$ cat src/hdl/qte_pkg.sv
`timescale 1ns / 1ps
// ----------------------------------------------------------------------------
// qte_pkg
// Shared widths, constants, pipeline types and helpers of the quaternion to
// euler angle converter.
// ----------------------------------------------------------------------------
package qte_pkg;

  localparam int CORDIC_STAGES_DEF = 16;
  localparam int ATAN_LEN          = 24;

  localparam int IN_W     = 16;
  localparam int PROD_W   = 2 * IN_W;
  localparam int TERM_W   = 35;
  localparam int XY_W     = 37;
  localparam int Z_W      = 28;
  localparam int SQ_N_W   = 58;
  localparam int SQ_REM_W = 34;
  localparam int ROOT_W   = 29;
  localparam int SQRT_STAGES = 29;

  localparam logic signed [Z_W-1:0]    PI_Q24  = Z_W'(52707179);
  localparam logic signed [TERM_W-1:0] ONE_Q28 = TERM_W'(64'sd1 <<< 28);
  localparam logic [SQ_N_W-1:0]        ONE_Q56 = SQ_N_W'(1) << 56;

  localparam logic signed [15:0] PI_Q12      = 16'sd12868;
  localparam logic signed [15:0] HALF_PI_Q12 = 16'sd6434;

  typedef struct packed {
    logic signed [XY_W-1:0] x;
    logic signed [XY_W-1:0] y;
    logic signed [Z_W-1:0]  z;
    logic                   zero;
    logic                   sat;
    logic                   pos;
  } cordic_t;

  typedef struct packed {
    logic [SQ_N_W-1:0]        n;
    logic [SQ_REM_W-1:0]      rem;
    logic [ROOT_W-1:0]        root;
    logic signed [ROOT_W-1:0] s;
    logic                     sat;
    logic                     pos;
  } sqrt_t;

  function automatic logic signed [Z_W-1:0] atan_q24(input int unsigned i);
    logic signed [Z_W-1:0] r;
    case (i)
      0:  r = Z_W'(13176795);
      1:  r = Z_W'(7778716);
      2:  r = Z_W'(4110060);
      3:  r = Z_W'(2086331);
      4:  r = Z_W'(1047214);
      5:  r = Z_W'(524117);
      6:  r = Z_W'(262123);
      7:  r = Z_W'(131069);
      8:  r = Z_W'(65536);
      9:  r = Z_W'(32768);
      10: r = Z_W'(16384);
      11: r = Z_W'(8192);
      12: r = Z_W'(4096);
      13: r = Z_W'(2048);
      14: r = Z_W'(1024);
      15: r = Z_W'(512);
      16: r = Z_W'(256);
      17: r = Z_W'(128);
      18: r = Z_W'(64);
      19: r = Z_W'(32);
      20: r = Z_W'(16);
      21: r = Z_W'(8);
      22: r = Z_W'(4);
      23: r = Z_W'(2);
      default: r = '0;
    endcase
    return r;
  endfunction

  // fold the left half plane onto the right one before the first rotation
  function automatic cordic_t cordic_pre(input logic signed [XY_W-1:0] y,
                                         input logic signed [XY_W-1:0] x,
                                         input logic sat, input logic pos);
    cordic_t r;
    r.zero = (x == '0) && (y == '0);
    r.sat  = sat;
    r.pos  = pos;
    if (x < 0) begin
      r.z = (y >= 0) ? PI_Q24 : -PI_Q24;
      r.x = -x;
      r.y = -y;
    end else begin
      r.z = '0;
      r.x = x;
      r.y = y;
    end
    return r;
  endfunction

endpackage

$ cat src/hdl/qte_sqrt_cell.sv
`timescale 1ns / 1ps
// ----------------------------------------------------------------------------
// qte_sqrt_cell
// One digit of a restoring square root: takes two radicand bits, gives one
// root bit, and registers the partial result for the next cell.
// ----------------------------------------------------------------------------
module qte_sqrt_cell (
  input  logic            clk,
  input  logic            en,
  input  qte_pkg::sqrt_t  d,
  output qte_pkg::sqrt_t  q
);

  logic [qte_pkg::SQ_REM_W-1:0] cur;
  logic [qte_pkg::SQ_REM_W-1:0] trial;
  qte_pkg::sqrt_t               nxt;

  always_comb begin
    cur   = {d.rem[qte_pkg::SQ_REM_W-3:0], d.n[qte_pkg::SQ_N_W-1 -: 2]};
    trial = qte_pkg::SQ_REM_W'({d.root, 2'b01});
    nxt   = d;
    nxt.n = d.n << 2;
    if (cur >= trial) begin
      nxt.rem  = cur - trial;
      nxt.root = {d.root[qte_pkg::ROOT_W-2:0], 1'b1};
    end else begin
      nxt.rem  = cur;
      nxt.root = {d.root[qte_pkg::ROOT_W-2:0], 1'b0};
    end
  end

  always_ff @(posedge clk) begin
    if (en) begin
      q <= nxt;
    end
  end

endmodule

$ cat config.mk
export PLATFORM = sky130hd
export DESIGN_NAME = qte_sqrt_cell
export DESIGN_NICKNAME = d
export VERILOG_FILES = /design/src/hdl/qte_pkg.sv /design/src/hdl/qte_sqrt_cell.sv
export SDC_FILE = /design/constraint.sdc
export NUM_CORES = 1
export LEC_CHECK = 0
export ABC_CLOCK_PERIOD_IN_PS = 2600
export BUFFER_PORTS_ARGS = -buffer_cell sky130_fd_sc_hd__buf_2
export CELL_PAD_IN_SITES_DETAIL_PLACEMENT = 1
export CELL_PAD_IN_SITES_GLOBAL_PLACEMENT = 1
export CORE_MARGIN = 5
export CORE_UTILIZATION = 33
export DETAILED_ROUTE_END_ITERATION = 8
export GPL_TIMING_DRIVEN = 1
export PLACE_DENSITY_LB_ADDON = 0.08
export SLEW_MARGIN = 25
export SYNTH_ARGS = -nofsm -noshare
export SYNTH_HDL_FRONTEND = slang
export SYNTH_SLANG_ARGS = --single-unit
$ cat constraint.sdc
create_clock -name clk -period 2.6 [get_ports clk]
set_input_delay 0.52 -clock clk [delete_from_list [all_inputs] [get_ports clk]]
set_output_delay 0.52 -clock clk [all_outputs]
set_load 0.02 [all_outputs]
==> out/qor.txt <==
Bufs and invs on worst path -> 4
Cell Count, Final, Fillers Out -> 1218
post-layout util -> 51.1%
largest net degree at the start of global routing -> 65
clk sinks -> 150
Largest regs -> q x150
HP Class -> in -> reg
clk slew on worst S/H paths -> 70 ps
final instance area -> 0.0104 mm^2
crit path time final -> 2470 ps
Peak Freq -> 405 MHz
DR vias -> 5730
Hold Path Origin -> d[99]
top-count cell post-synth -> edfxtp_1
FP Rows -> 52
grt total ovfl -> 0
ranking of synthesized cells by area -> edfxtp_1, ha_1, a21oi_1
Async SR Flop Fraction -> 0%
detailed placement HPWL -> 18100 um
CP max-delay cell -> a211oi_1
Die Span X -> 154 um
clock share of power -> 35.7%
Post-CTS Resized -> 0
Sw Share -> 29.0%
vias in the first global route -> 6285
H-tree depth -> 4
crit path capture type -> flop
# setup viols final -> 0
io pins -> 306
Root Driver -> clkbuf_16
area of placed instances -> 0.00975 mm^2
final hold slack -> 257 ps
synthesized instance count -> 520
Static Leak -> 4.69 nW
top cells by count, synth -> edfxtp_1, a21oi_1, inv_1
Syn-to-layout area delta -> 51.9%
mean instance size in the synthesized netlist -> 13.1 um^2
Max-Cap Viols -> 0
Largest Register -> q
via/cell ratio -> 4.70
Seq/Total Area, Yosys -> 65.9%
die footprint -> 0.0237 mm^2
Num CTS Buffers -> 17
required time worst endpoint -> 2770 ps
Max IR drop VDD -> 0.421 mV
Post-layout nets -> 1118
Detailed Routing Iterations Pass 1 -> 4
initial antenna violation count -> 0
post-synth cell types -> 56
uppermost routed layer -> met4
max reg flops -> 150
NetSw -> 0.00208 W
wire length on met3 -> 1240 um
DRC Markers -> 0
setup_tns -> 0 ps
fill count -> 2258
Pins Over Slew Limit -> 0
starting density of the core -> 33.7%
Total GRT Usage -> 18.5%
most frequent CP cell -> a21oi_1
RSZ-0062 raised after global routing -> false
Netlist Area Pre-Place -> 0.00683 mm^2
Clock Path Buffers -> 2
die height -> 154 um
CP startpoint kind -> input pin
Gate power share -> 22.4%
number of I/O port buffers -> 301
TritonCTS clock tree -> done
period utilization -> 94.9%
Pwr Density -> 690 mW/mm^2
crit-path cells -> buf_2 > inv_8 > ha_4 > a211oi_1 > o211ai_1 > a21oi_1 > nand2_1 > o211a_1 > nor2_4 > inv_2 > buf_4 > nor2_1 > a21oi_1
share of cells above drive strength 1 -> 51.2%
first-pass GRT wire length -> 34600 um
Synth area leader -> edfxtp_1
Core Box Area -> 0.0203 mm^2
Worst Path Class, Setup -> in -> reg
Post-synth EDFFs -> 150
Post-CTS Hold Fix Bufs -> 0
met2 routed WL -> 11700 um
Syn. warnings -> 0
Top FF cell, synth -> edfxtp_1
setup bufs post-CTS -> 0
Hold Path Depth -> 1
Reg power frac -> 41.9%
Final ANT Viol Nets -> 0
GPL Wtd Cong -> 0.863
Iteration-0 DRC Markers -> 201
Crit path arrival time -> 2640 ps
Critical Path Max Stage Delay -> 330 ps
drt wl/cell -> 18.2 um
Internal Power -> 0.00508 W
endpoints failing hold -> 0
number of synthesized register bits -> 150
post-synth top area share -> 65.9%
Max FO, Critical Path -> 8
Total Wirelength -> 22200 um
status -> completed
Crit path max-delay family -> compound AO/OA/AOI/OAI gates
met1 WL -> 8990 um
placed cell count -> 1184
sink of the worst hold path -> q[101]
## stage by stage
stage,total power (W),setup WS [ps]
2_1_floorplan,0.00391,-57.2
3_3_place_gp,0.00463,-285
3_5_place_dp,0.00467,-362
4_1_cts,0.00727,101
5_1_grt,0.00751,12.1
6_report,0.00716,133
## cells in the final DEF, fill, tap and decap left out, types with 3 or more instances in the layout
cell,n
o21bai_1,4
o21ai_2,3
buf_4,103
o211ai_1,3
buf_12,6
ha_1,17
nor3_1,8
a211oi_1,5
nand2_2,3
or3_1,5
o21a_1,7
nor2_1,39
clkbuf_16,17
o21ai_0,15
a21o_1,22
o31ai_1,5
edfxtp_1,150
inv_6,3
xnor2_1,13
a21oi_2,3
a21oi_1,48
ha_4,14
nand2_1,30
and2_1,3
inv_1,38
inv_8,7
xor2_1,13
nand4_1,8
a31oi_1,3
buf_2,300
## power groups by stage
| stage | logic [W] | clock network, W | registers [W] |
|---|---|---|---|
| detailed placement | 0.00161 | 0 | 0.00305 |
| floorplan | 0.000539 | 0 | 0.00337 |
| global route | 0.00173 | 0.00275 | 0.00302 |
| CTS | 0.00163 | 0.00264 | 0.00300 |
| global placement | 0.00158 | 0 | 0.00304 |
| finish | 0.00160 | 0.00256 | 0.00300 |
## how the worst max path moves through the flow
stage | start | end | slack (ps) | cells past startpoint
6_report | d[48] | q[66] | 130 | 13
5_1_grt | d[48] | q[62] | 10 | 13
4_1_cts | d[36] | q[66] | 100 | 13
3_5_place_dp | d[32] | q[66] | -360 | 14
3_3_place_gp | d[48] | q[66] | -290 | 13
2_1_floorplan | d[48] | q[91] | -60 | 10
## layout make-up
| class | instances | area (um^2) | area share (%) |
|---|---|---|---|
| Multi-Input combinational cell | 313 | 2350 | 22.7 |
| Antenna cell | 2 | 5.00 | 0.0482 |
| Tap cell | 270 | 338 | 3.25 |
| Timing Repair Buffer | 410 | 2410 | 23.2 |
| Clock buffer | 17 | 425 | 4.10 |
| Sequential cell | 150 | 4500 | 43.4 |
| Inverter | 41 | 164 | 1.58 |
| Clock inverter | 15 | 183 | 1.76 |
## logic make-up (layout without fill, tap and decap cells)
kind of cell	Yosys count	after routing	synth area share [%]
multiplexers	3	3	0.458
adder cells (fa/ha/maj)	31	31	5.68
AND/OR/NAND/NOR	111	111	7.64
flip-flops	150	150	65.9
buffers and inverters	58	483	3.48
other	1	4	0.0549
XOR/XNOR	27	27	3.57
AO/OA/AOI/OAI	139	139	13.2
## layer usage
metal  vias up  track usage (%)
met5         -                0
met4         0             6.14
met3        21             4.19
met2       192             33.7
met1      2762             21.5
li1       2755                -
No activity file was read; power rests on OpenSTA's default activity.
