==> src/hdl/qte_pkg.sv <==
`timescale 1ns / 1ps
// ----------------------------------------------------------------------------
// qte_pkg
// Shared widths, constants, pipeline types and helpers of the quaternion to
// euler angle converter.
// ----------------------------------------------------------------------------
package qte_pkg;

  localparam int CORDIC_STAGES_DEF = 16;
  localparam int ATAN_LEN          = 24;

  localparam int IN_W     = 16;
  localparam int PROD_W   = 2 * IN_W;
  localparam int TERM_W   = 35;
  localparam int XY_W     = 37;
  localparam int Z_W      = 28;
  localparam int SQ_N_W   = 58;
  localparam int SQ_REM_W = 34;
  localparam int ROOT_W   = 29;
  localparam int SQRT_STAGES = 29;

  localparam logic signed [Z_W-1:0]    PI_Q24  = Z_W'(52707179);
  localparam logic signed [TERM_W-1:0] ONE_Q28 = TERM_W'(64'sd1 <<< 28);
  localparam logic [SQ_N_W-1:0]        ONE_Q56 = SQ_N_W'(1) << 56;

  localparam logic signed [15:0] PI_Q12      = 16'sd12868;
  localparam logic signed [15:0] HALF_PI_Q12 = 16'sd6434;

  typedef struct packed {
    logic signed [XY_W-1:0] x;
    logic signed [XY_W-1:0] y;
    logic signed [Z_W-1:0]  z;
    logic                   zero;
    logic                   sat;
    logic                   pos;
  } cordic_t;

  typedef struct packed {
    logic [SQ_N_W-1:0]        n;
    logic [SQ_REM_W-1:0]      rem;
    logic [ROOT_W-1:0]        root;
    logic signed [ROOT_W-1:0] s;
    logic                     sat;
    logic                     pos;
  } sqrt_t;

  function automatic logic signed [Z_W-1:0] atan_q24(input int unsigned i);
    logic signed [Z_W-1:0] r;
    case (i)
      0:  r = Z_W'(13176795);
      1:  r = Z_W'(7778716);
      2:  r = Z_W'(4110060);
      3:  r = Z_W'(2086331);
      4:  r = Z_W'(1047214);
      5:  r = Z_W'(524117);
      6:  r = Z_W'(262123);
      7:  r = Z_W'(131069);
      8:  r = Z_W'(65536);
      9:  r = Z_W'(32768);
      10: r = Z_W'(16384);
      11: r = Z_W'(8192);
      12: r = Z_W'(4096);
      13: r = Z_W'(2048);
      14: r = Z_W'(1024);
      15: r = Z_W'(512);
      16: r = Z_W'(256);
      17: r = Z_W'(128);
      18: r = Z_W'(64);
      19: r = Z_W'(32);
      20: r = Z_W'(16);
      21: r = Z_W'(8);
      22: r = Z_W'(4);
      23: r = Z_W'(2);
      default: r = '0;
    endcase
    return r;
  endfunction

  // fold the left half plane onto the right one before the first rotation
  function automatic cordic_t cordic_pre(input logic signed [XY_W-1:0] y,
                                         input logic signed [XY_W-1:0] x,
                                         input logic sat, input logic pos);
    cordic_t r;
    r.zero = (x == '0) && (y == '0);
    r.sat  = sat;
    r.pos  = pos;
    if (x < 0) begin
      r.z = (y >= 0) ? PI_Q24 : -PI_Q24;
      r.x = -x;
      r.y = -y;
    end else begin
      r.z = '0;
      r.x = x;
      r.y = y;
    end
    return r;
  endfunction

endpackage

==> src/hdl/qte_cordic_cell.sv <==
`timescale 1ns / 1ps
// ----------------------------------------------------------------------------
// qte_cordic_cell
// One vectoring rotation of the arctangent chain, registered.
// ----------------------------------------------------------------------------
module qte_cordic_cell #(
  parameter int SHIFT = 0
) (
  input  logic             clk,
  input  logic             en,
  input  qte_pkg::cordic_t d,
  output qte_pkg::cordic_t q
);

  localparam logic signed [qte_pkg::Z_W-1:0] ANGLE = qte_pkg::atan_q24(SHIFT);

  logic signed [qte_pkg::XY_W-1:0] dx;
  logic signed [qte_pkg::XY_W-1:0] dy;
  qte_pkg::cordic_t                nxt;

  always_comb begin
    dx  = d.y >>> SHIFT;
    dy  = d.x >>> SHIFT;
    nxt = d;
    if (d.y > 0) begin
      nxt.x = d.x + dx;
      nxt.y = d.y - dy;
      nxt.z = d.z + ANGLE;
    end else begin
      nxt.x = d.x - dx;
      nxt.y = d.y + dy;
      nxt.z = d.z - ANGLE;
    end
  end

  always_ff @(posedge clk) begin
    if (en) begin
      q <= nxt;
    end
  end

endmodule

==> config.mk <==
export PLATFORM = sky130hd
export DESIGN_NAME = qte_cordic_cell
export DESIGN_NICKNAME = d
export VERILOG_FILES = /design/src/hdl/qte_pkg.sv /design/src/hdl/qte_cordic_cell.sv
export SDC_FILE = /design/constraint.sdc
export NUM_CORES = 1
export LEC_CHECK = 0
export BUFFER_PORTS_ARGS = -buffer_cell sky130_fd_sc_hd__buf_2
export CAP_MARGIN = 20
export CORE_MARGIN = 2
export CORE_UTILIZATION = 32
export CTS_BUF_LIST = sky130_fd_sc_hd__clkbuf_4
export DETAILED_ROUTE_END_ITERATION = 10
export PLACE_DENSITY = 0.49
export RECOVER_POWER = 100
export SETUP_SLACK_MARGIN = 0.2
export SLEW_MARGIN = 20
export SYNTH_ARGS = -nofsm -noshare
export SYNTH_HDL_FRONTEND = slang
export SYNTH_SLANG_ARGS = --single-unit
==> constraint.sdc <==
create_clock -name clk -period 7.1 [get_ports clk]
set_clock_uncertainty 0.15 [all_clocks]
set_input_delay 1.42 -clock clk [delete_from_list [all_inputs] [get_ports clk]]
set_output_delay 1.42 -clock clk [all_outputs]
set_load 0.02 [all_outputs]
==> results.py, run 1 <==
metrics = {
    "outcome": {
        "status": "finished, violations left",
        "violations": "max-capacitance violations, max-slew violations",
    },
    "drt": {
        "drt_wl_total_um": 38000,
        "drt_first_iter_violations": 717,
        "ant_nets": 0,
        "route.vias.total": 10300,
        "wire_per_inst_um": 19.7,
        "drtPass1Iterations": 5,
        "drc_errors": 0,
        "via_per_inst": 5.34,
    },
    "floorplan": {
        "die_w_um": 189,
        "io_pins": 212,
        "start_util_pct": 32.5,
        "die_h_um": 189,
        "coreArea_sq_mm": 0.0335,
        "die_area_sq_mm": 0.0356,
        "rows": 67,
    },
    "clocking": {
        "clock-sinks": 104,
        "cts_setup_buffers": 0,
        "cts_inserted_buffers": 9,
        "cts_tree": "yes",
        "htree_levels": 3,
        "clk_pin_slew_ns": 0.18,
        "hold_buffers": 0,
        "ctsResizeCount": 0,
        "ctsRootBufferMaster": "clkbuf_4",
        "clk_path_buf_depth": 2,
    },
    "final_layout": {
        "stdcell_count": 1928,
        "regMostFlops": "q",
        "drive_gt1_share_pct": 9.00,
        "areaGrowthSynthToFinish_pct": 13.1,
        "largestRegisters": "q x104",
        "fin_nets": 1717,
        "largest_reg_flops": 104,
        "final_area_sq_mm": 0.0123,
    },
    "critical_path": {
        "critPathLaunchType": "primary input",
        "max_stage_delay_ns": 2.24,
        "path_class": "primary input to flip-flop",
        "worstPathRequired_ns": 7.26,
        "critical_path.cell_chain": "clkbuf_1, nor4_1, nand2_1, nor2_1, a41o_1, inv_2, clkbuf_1, o21ai_0, o21ai_0, xnor2_1",
        "worst_path_max_delay_cell": "clkbuf_1",
        "worst_setup_path_end_kind": "flip-flop",
        "worstPathMaxFanout": 57,
        "worstPathArrival_ns": 6.07,
    },
    "logic_synthesis": {
        "syn-num-nets": 1540,
        "ys.warnings.count": 0,
        "async_flop_share_pct": 0,
        "yosys.area.top_type": "edfxtp_1",
        "yosysTopAreaCellShare_pct": 28.6,
        "ys_seq_area_share_pct": 28.6,
        "synthTopCellsByArea": "edfxtp_1 (29%), ha_1 (15%), a21oi_1 (7.3%)",
        "synth-edff-count": 104,
        "syn_avg_cell_area_sq_um": 8.43,
        "synthDistinctLibCells": 74,
        "yosys-top-cells-count": "a21oi_1 (160), ha_1 (134), inv_1 (125), nor2_1 (108), edfxtp_1 (104)",
        "synthFlopType": "edfxtp_1",
        "synth-seq-cells": 104,
        "synth_area_sq_mm": 0.0109,
        "synth_most_common_cell": "a21oi_1",
        "synth_cells": 1295,
    },
    "power": {
        "p_sw_share_pct": 43.6,
        "p_clk_share_pct": 15.1,
        "p_seq_share_pct": 38.6,
        "p_total_mw": 2.19,
        "p_per_area_mw_per_mm2": 177,
        "leakagePower_nw": 5.26,
        "internal-power_mw": 1.23,
        "p_sw_mw": 0.954,
        "p_comb_share_pct": 46.3,
        "max-vdd-ir-drop_mv": 0.0688,
    },
    "timing": {
        "hold_violations": 0,
        "fin_setup_tns_ns": 0,
        "holdWs_ns": 0.895,
        "fin_crit_sh_pct": 83.3,
        "setup_violations": 0,
        "layout_min_cycle_time_ns": 5.91,
        "rsz0062_at_grt": "false",
        "max_freq_ghz": 0.169,
        "worst_pin_slew_ns": 3.10,
        "drv_slew": 211,
        "maxSlewHeadroom_pct": -106,
    },
    "placed_design": {
        "dpl.cell_count": 1909,
        "gp_congestion": 0.929,
        "dp_hpwl_um": 29600,
        "portBuffers": 211,
        "dpl_cell_area_sq_mm": 0.0124,
    },
    "run": {
        "cap_violations": 4,
    },
    "global_route": {
        "overflow": 0,
        "grt_antenna_before_repair": 3,
        "grt_max_degree": 67,
        "grt_pass1_vias": 10000,
        "grt_pass1_wl_um": 57400,
        "grt_use_total_pct": 20.7,
    },
    "hold_path": {
        "min_from": "d[2]",
        "holdCritPathClass": "primary input to flip-flop",
        "holdPathEnd": "q[2]",
        "whs_path_depth": 1,
    },
}
worst max-delay path, delay by kind of cell:
family / cells / cell delay, ns
and+or+nand+nor: 3 / 0.34
AOI/OAI and AO/OA: 3 / 1.17
xor gates and xnor gates: 1 / 0.10
buffers and inverters: 3 / 2.98
cell type report:
| class | instances | area, sq um |
|---|---|---|
| fillers | 3634 | 21200 |
| multi-input cells | 1010 | 7070 |
| flip-flops and latches | 104 | 3120 |
| repair buffers | 219 | 968 |
| well taps | 448 | 561 |
| inverters | 128 | 480 |
| clock buffers | 9 | 67.6 |
| clock inverters | 7 | 65.1 |
| diodes | 3 | 7.51 |
per-layer routing:
| metal | track usage (%) | share of wire, % | wire (um) | vias up |
|---|---|---|---|---|
| met5 | 0 | 0 | 0 | - |
| met4 | 4.99 | 1.8 | 672 | 0 |
| met2 | 34.2 | 45 | 17200 | 362 |
| li1 | - | - | - | 5060 |
| met3 | 3.00 | 5.6 | 2130 | 41 |
| met1 | 28.5 | 47 | 17900 | 4834 |
per-stage QoR:
step | setup WS [ns] | util (%)
2_1_floorplan | 1.60 | -
3_3_place_gp | 1.31 | 36.9
3_5_place_dp | 1.24 | 36.9
4_1_cts | 1.86 | 37.3
5_1_grt | 0.965 | 36.8
6_report | 1.19 | 36.8
layout by cell type, fill, tap and decap left out, types with 18 or more instances in the layout:
| cell type | netlist | routed |
|---|---|---|
| inv_1 | 125 | 124 |
| nor4_1 | 22 | 23 |
| edfxtp_1 | 104 | 104 |
| nor3_1 | 32 | 32 |
| a21oi_1 | 160 | 160 |
| o21bai_1 | 34 | 34 |
| nand4_1 | 19 | 19 |
| ha_1 | 134 | 134 |
| a21o_1 | 43 | 43 |
| o21ai_0 | 79 | 82 |
| nand2_1 | 59 | 59 |
| o31ai_1 | 18 | 18 |
| buf_2 | 9 | 101 |
| xnor2_1 | 76 | 76 |
| clkbuf_1 | 32 | 112 |
| nor2_1 | 108 | 108 |
power by group through the flow:
stage / clock (mW) / sequential, mW / combinational [mW]
2_1_floorplan: 0 / 0.988 / 0.554
4_1_cts: 0.347 / 0.842 / 1.04
3_3_place_gp: 0 / 0.854 / 1.04
3_5_place_dp: 0 / 0.855 / 1.03
5_1_grt: 0.366 / 0.857 / 1.10
6_report: 0.329 / 0.845 / 1.01
kinds of logic (layout without fill, tap and decap cells):
kind of cell / count (synthesis) / after routing / share of synthesized area (%)
buffers and inverters: 181 / 363 / 6.43
flip-flops: 104 / 104 / 28.6
adder cells (fa/ha/maj): 138 / 138 / 16.1
AND/OR/NAND/NOR: 317 / 317 / 14.0
AO/OA/AOI/OAI: 447 / 447 / 26.0
other: 0 / 3 / 0
XOR/XNOR: 93 / 93 / 7.46
multiplexers: 15 / 15 / 1.38
worst max path at each step:
stage	depth (start not counted)	to	start
2_1_floorplan	16	q[27]	d[41]
3_3_place_gp	14	q[30]	d[54]
3_5_place_dp	14	q[30]	d[54]
4_1_cts	14	q[30]	d[54]
5_1_grt	11	q[66]	d[43]
6_report	10	q[55]	d[43]
(Power assumes the default switching activity.)
==> inputs of run 2 (changes only) <==
--- a/config.mk
+++ b/config.mk
@@ -11,7 +11,7 @@
 export CORE_UTILIZATION = 32
 export CTS_BUF_LIST = sky130_fd_sc_hd__clkbuf_4
 export DETAILED_ROUTE_END_ITERATION = 10
-export PLACE_DENSITY = 0.49
+export PLACE_DENSITY = 0.51
 export RECOVER_POWER = 100
 export SETUP_SLACK_MARGIN = 0.2
 export SLEW_MARGIN = 20
==> constraint.sdc (replaced) <==
create_clock -name clk -period 4.9 [get_ports clk]
set_clock_uncertainty 0.15 [all_clocks]
set_input_delay 0.98 -clock clk [delete_from_list [all_inputs] [get_ports clk]]
set_output_delay 0.98 -clock clk [all_outputs]
set_load 0.02 [all_outputs]
==> results.py, run 2 (same netlist as run 1, synthesis figures left out) <==
metrics = {
    "timing": {
        "layout_min_cycle_time_ns": 4.48,
        "max_freq_ghz": 0.223,
        "worst_pin_slew_ns": 2.53,
        "maxSlewHeadroom_pct": -68.6,
        "drv_slew": 45,
        "fin_crit_sh_pct": 91.5,
        "fin_setup_tns_ns": 0,
        "hold_violations": 0,
        "worst_slack_ns": 0.419,
        "rsz0062_at_grt": "false",
        "setup_violations": 0,
    },
    "floorplan": {
        "die_h_um": 189,
        "die_w_um": 189,
        "io_pins": 212,
        "start_util_pct": 32.5,
        "rows": 67,
        "coreArea_sq_mm": 0.0335,
        "die_area_sq_mm": 0.0356,
    },
    "clocking": {
        "htree_levels": 3,
        "ctsRootBufferMaster": "clkbuf_4",
        "clk_path_buf_depth": 2,
        "cts_tree": "yes",
        "ctsResizeCount": 0,
        "cts_inserted_buffers": 9,
        "cts_setup_buffers": 0,
        "clock-sinks": 104,
        "clk_pin_slew_ns": 0.17,
        "hold_buffers": 0,
    },
    "final_layout": {
        "post-route-util_pct": 38.6,
        "areaGrowthSynthToFinish_pct": 18.6,
        "fin_nets": 1800,
        "final_common_cell": "a21oi_1",
        "mostFrequentLayoutCells": "a21oi_1 (160), ha_1 (134), clkbuf_1 (125), inv_1 (124), nor2_1 (108)",
        "drive_gt1_share_pct": 13.0,
        "largest_reg_flops": 104,
        "largestRegisters": "q x104",
        "stdcell_count": 2013,
        "regMostFlops": "q",
    },
    "hold_path": {
        "holdCritPathClass": "primary input to flip-flop",
        "min_from": "d[2]",
    },
    "drt": {
        "highest_layer": "met4",
        "via_per_inst": 5.32,
        "drtPass1Iterations": 5,
        "drt_wl_total_um": 37900,
        "route.vias.total": 10700,
        "wl_met1_um": 17800,
        "met3_length_um": 1990,
        "drt_first_iter_violations": 837,
        "ant_nets": 0,
        "wire_per_inst_um": 18.8,
        "route.met2.wl_um": 17200,
        "drc_errors": 0,
    },
    "outcome": {
        "status": "finished, violations left",
        "violations": "max-capacitance violations, max-slew violations",
    },
    "power": {
        "p_per_area_mw_per_mm2": 256,
        "leakagePower_nw": 5.62,
        "max-vdd-ir-drop_mv": 0.121,
        "p_total_mw": 3.31,
    },
    "critical_path": {
        "worst_path_max_delay_cell": "a41o_1",
        "max_stage_delay_ns": 0.37,
        "worstPathArrival_ns": 4.62,
        "critical_path.cell_chain": "buf_2, nor4_1, clkbuf_1, nand4_1, clkbuf_1, nor2_1, a41o_1, ha_1, nor2b_1, o21a_1, o21a_1, o311a_1, nand3b_1, a21bo_2, a41oi_1, clkbuf_4, o21ai_0, xnor2_1",
        "critPathLaunchType": "primary input",
        "crit_start": "d[40]",
        "path_class": "primary input to flip-flop",
        "worstPathRequired_ns": 5.04,
        "worstPathMaxFanout": 5,
        "cp_num_buf_inv": 4,
        "worst_setup_path_end_kind": "flip-flop",
        "cp_top_family": "compound AO/OA/AOI/OAI gates",
    },
    "placed_design": {
        "gp_congestion": 0.907,
        "pre_cts_ws_ns": 0.0342,
        "dpl.cell_count": 1992,
        "portBuffers": 211,
        "dp_hpwl_um": 30500,
    },
    "global_route": {
        "grt_use_total_pct": 20.9,
        "grt_max_degree": 75,
        "grt_pass1_wl_um": 58400,
        "grt_pass1_vias": 10500,
        "grt_antenna_before_repair": 4,
        "overflow": 0,
    },
    "run": {
        "cap_violations": 1,
    },
}
==> run 2: cell types whose count changed in the layout (fill, tap and decap cells not counted), sizes merged <==
cell,change
clkbuf,+18
buf,+65
diode,+2
inv,-2
bufinv,+2
==> run 2: final cells by class <==
class / count / area [sq um]
Fill cell: 3602 / 20600
Multi-Input combinational cell: 1010 / 7060
Sequential cell: 104 / 3120
Timing Repair Buffer: 302 / 1540
Tap cell: 448 / 561
Inverter: 128 / 480
Clock inverter: 7 / 93.8
Clock buffer: 9 / 67.6
Antenna cell: 5 / 12.5
==> run 2: worst paths after layout <==
check	cells after the start	end
worst max-delay path	18	q[29]
worst min-delay path	1	q[2]
==> run 2: report_power, final <==
| group | internal (mW) | switching (mW) |
|---|---|---|
| registers | 1.18 | 0.0448 |
| clock network | 0.207 | 0.334 |
| logic | 0.545 | 0.996 |
| total | 1.93 | 1.37 |
==> run 2: routing by layer <==
metal	GRT usage, %	vias to the layer above
li1	-	5216
met1	28.8	5062
met3	3.04	56
met2	33.8	373
met4	6.58	0
met5	0	-
==> run 2: stage by stage <==
| step | hold WS (ns) | instance area [sq um] |
|---|---|---|
| floorplan | 0.929 | 10900 |
| global placement | 1.01 | 13000 |
| detailed placement | 1.01 | 13000 |
| CTS | 0.432 | 13200 |
| global route | 0.431 | 12900 |
| finish | 0.476 | 12900 |
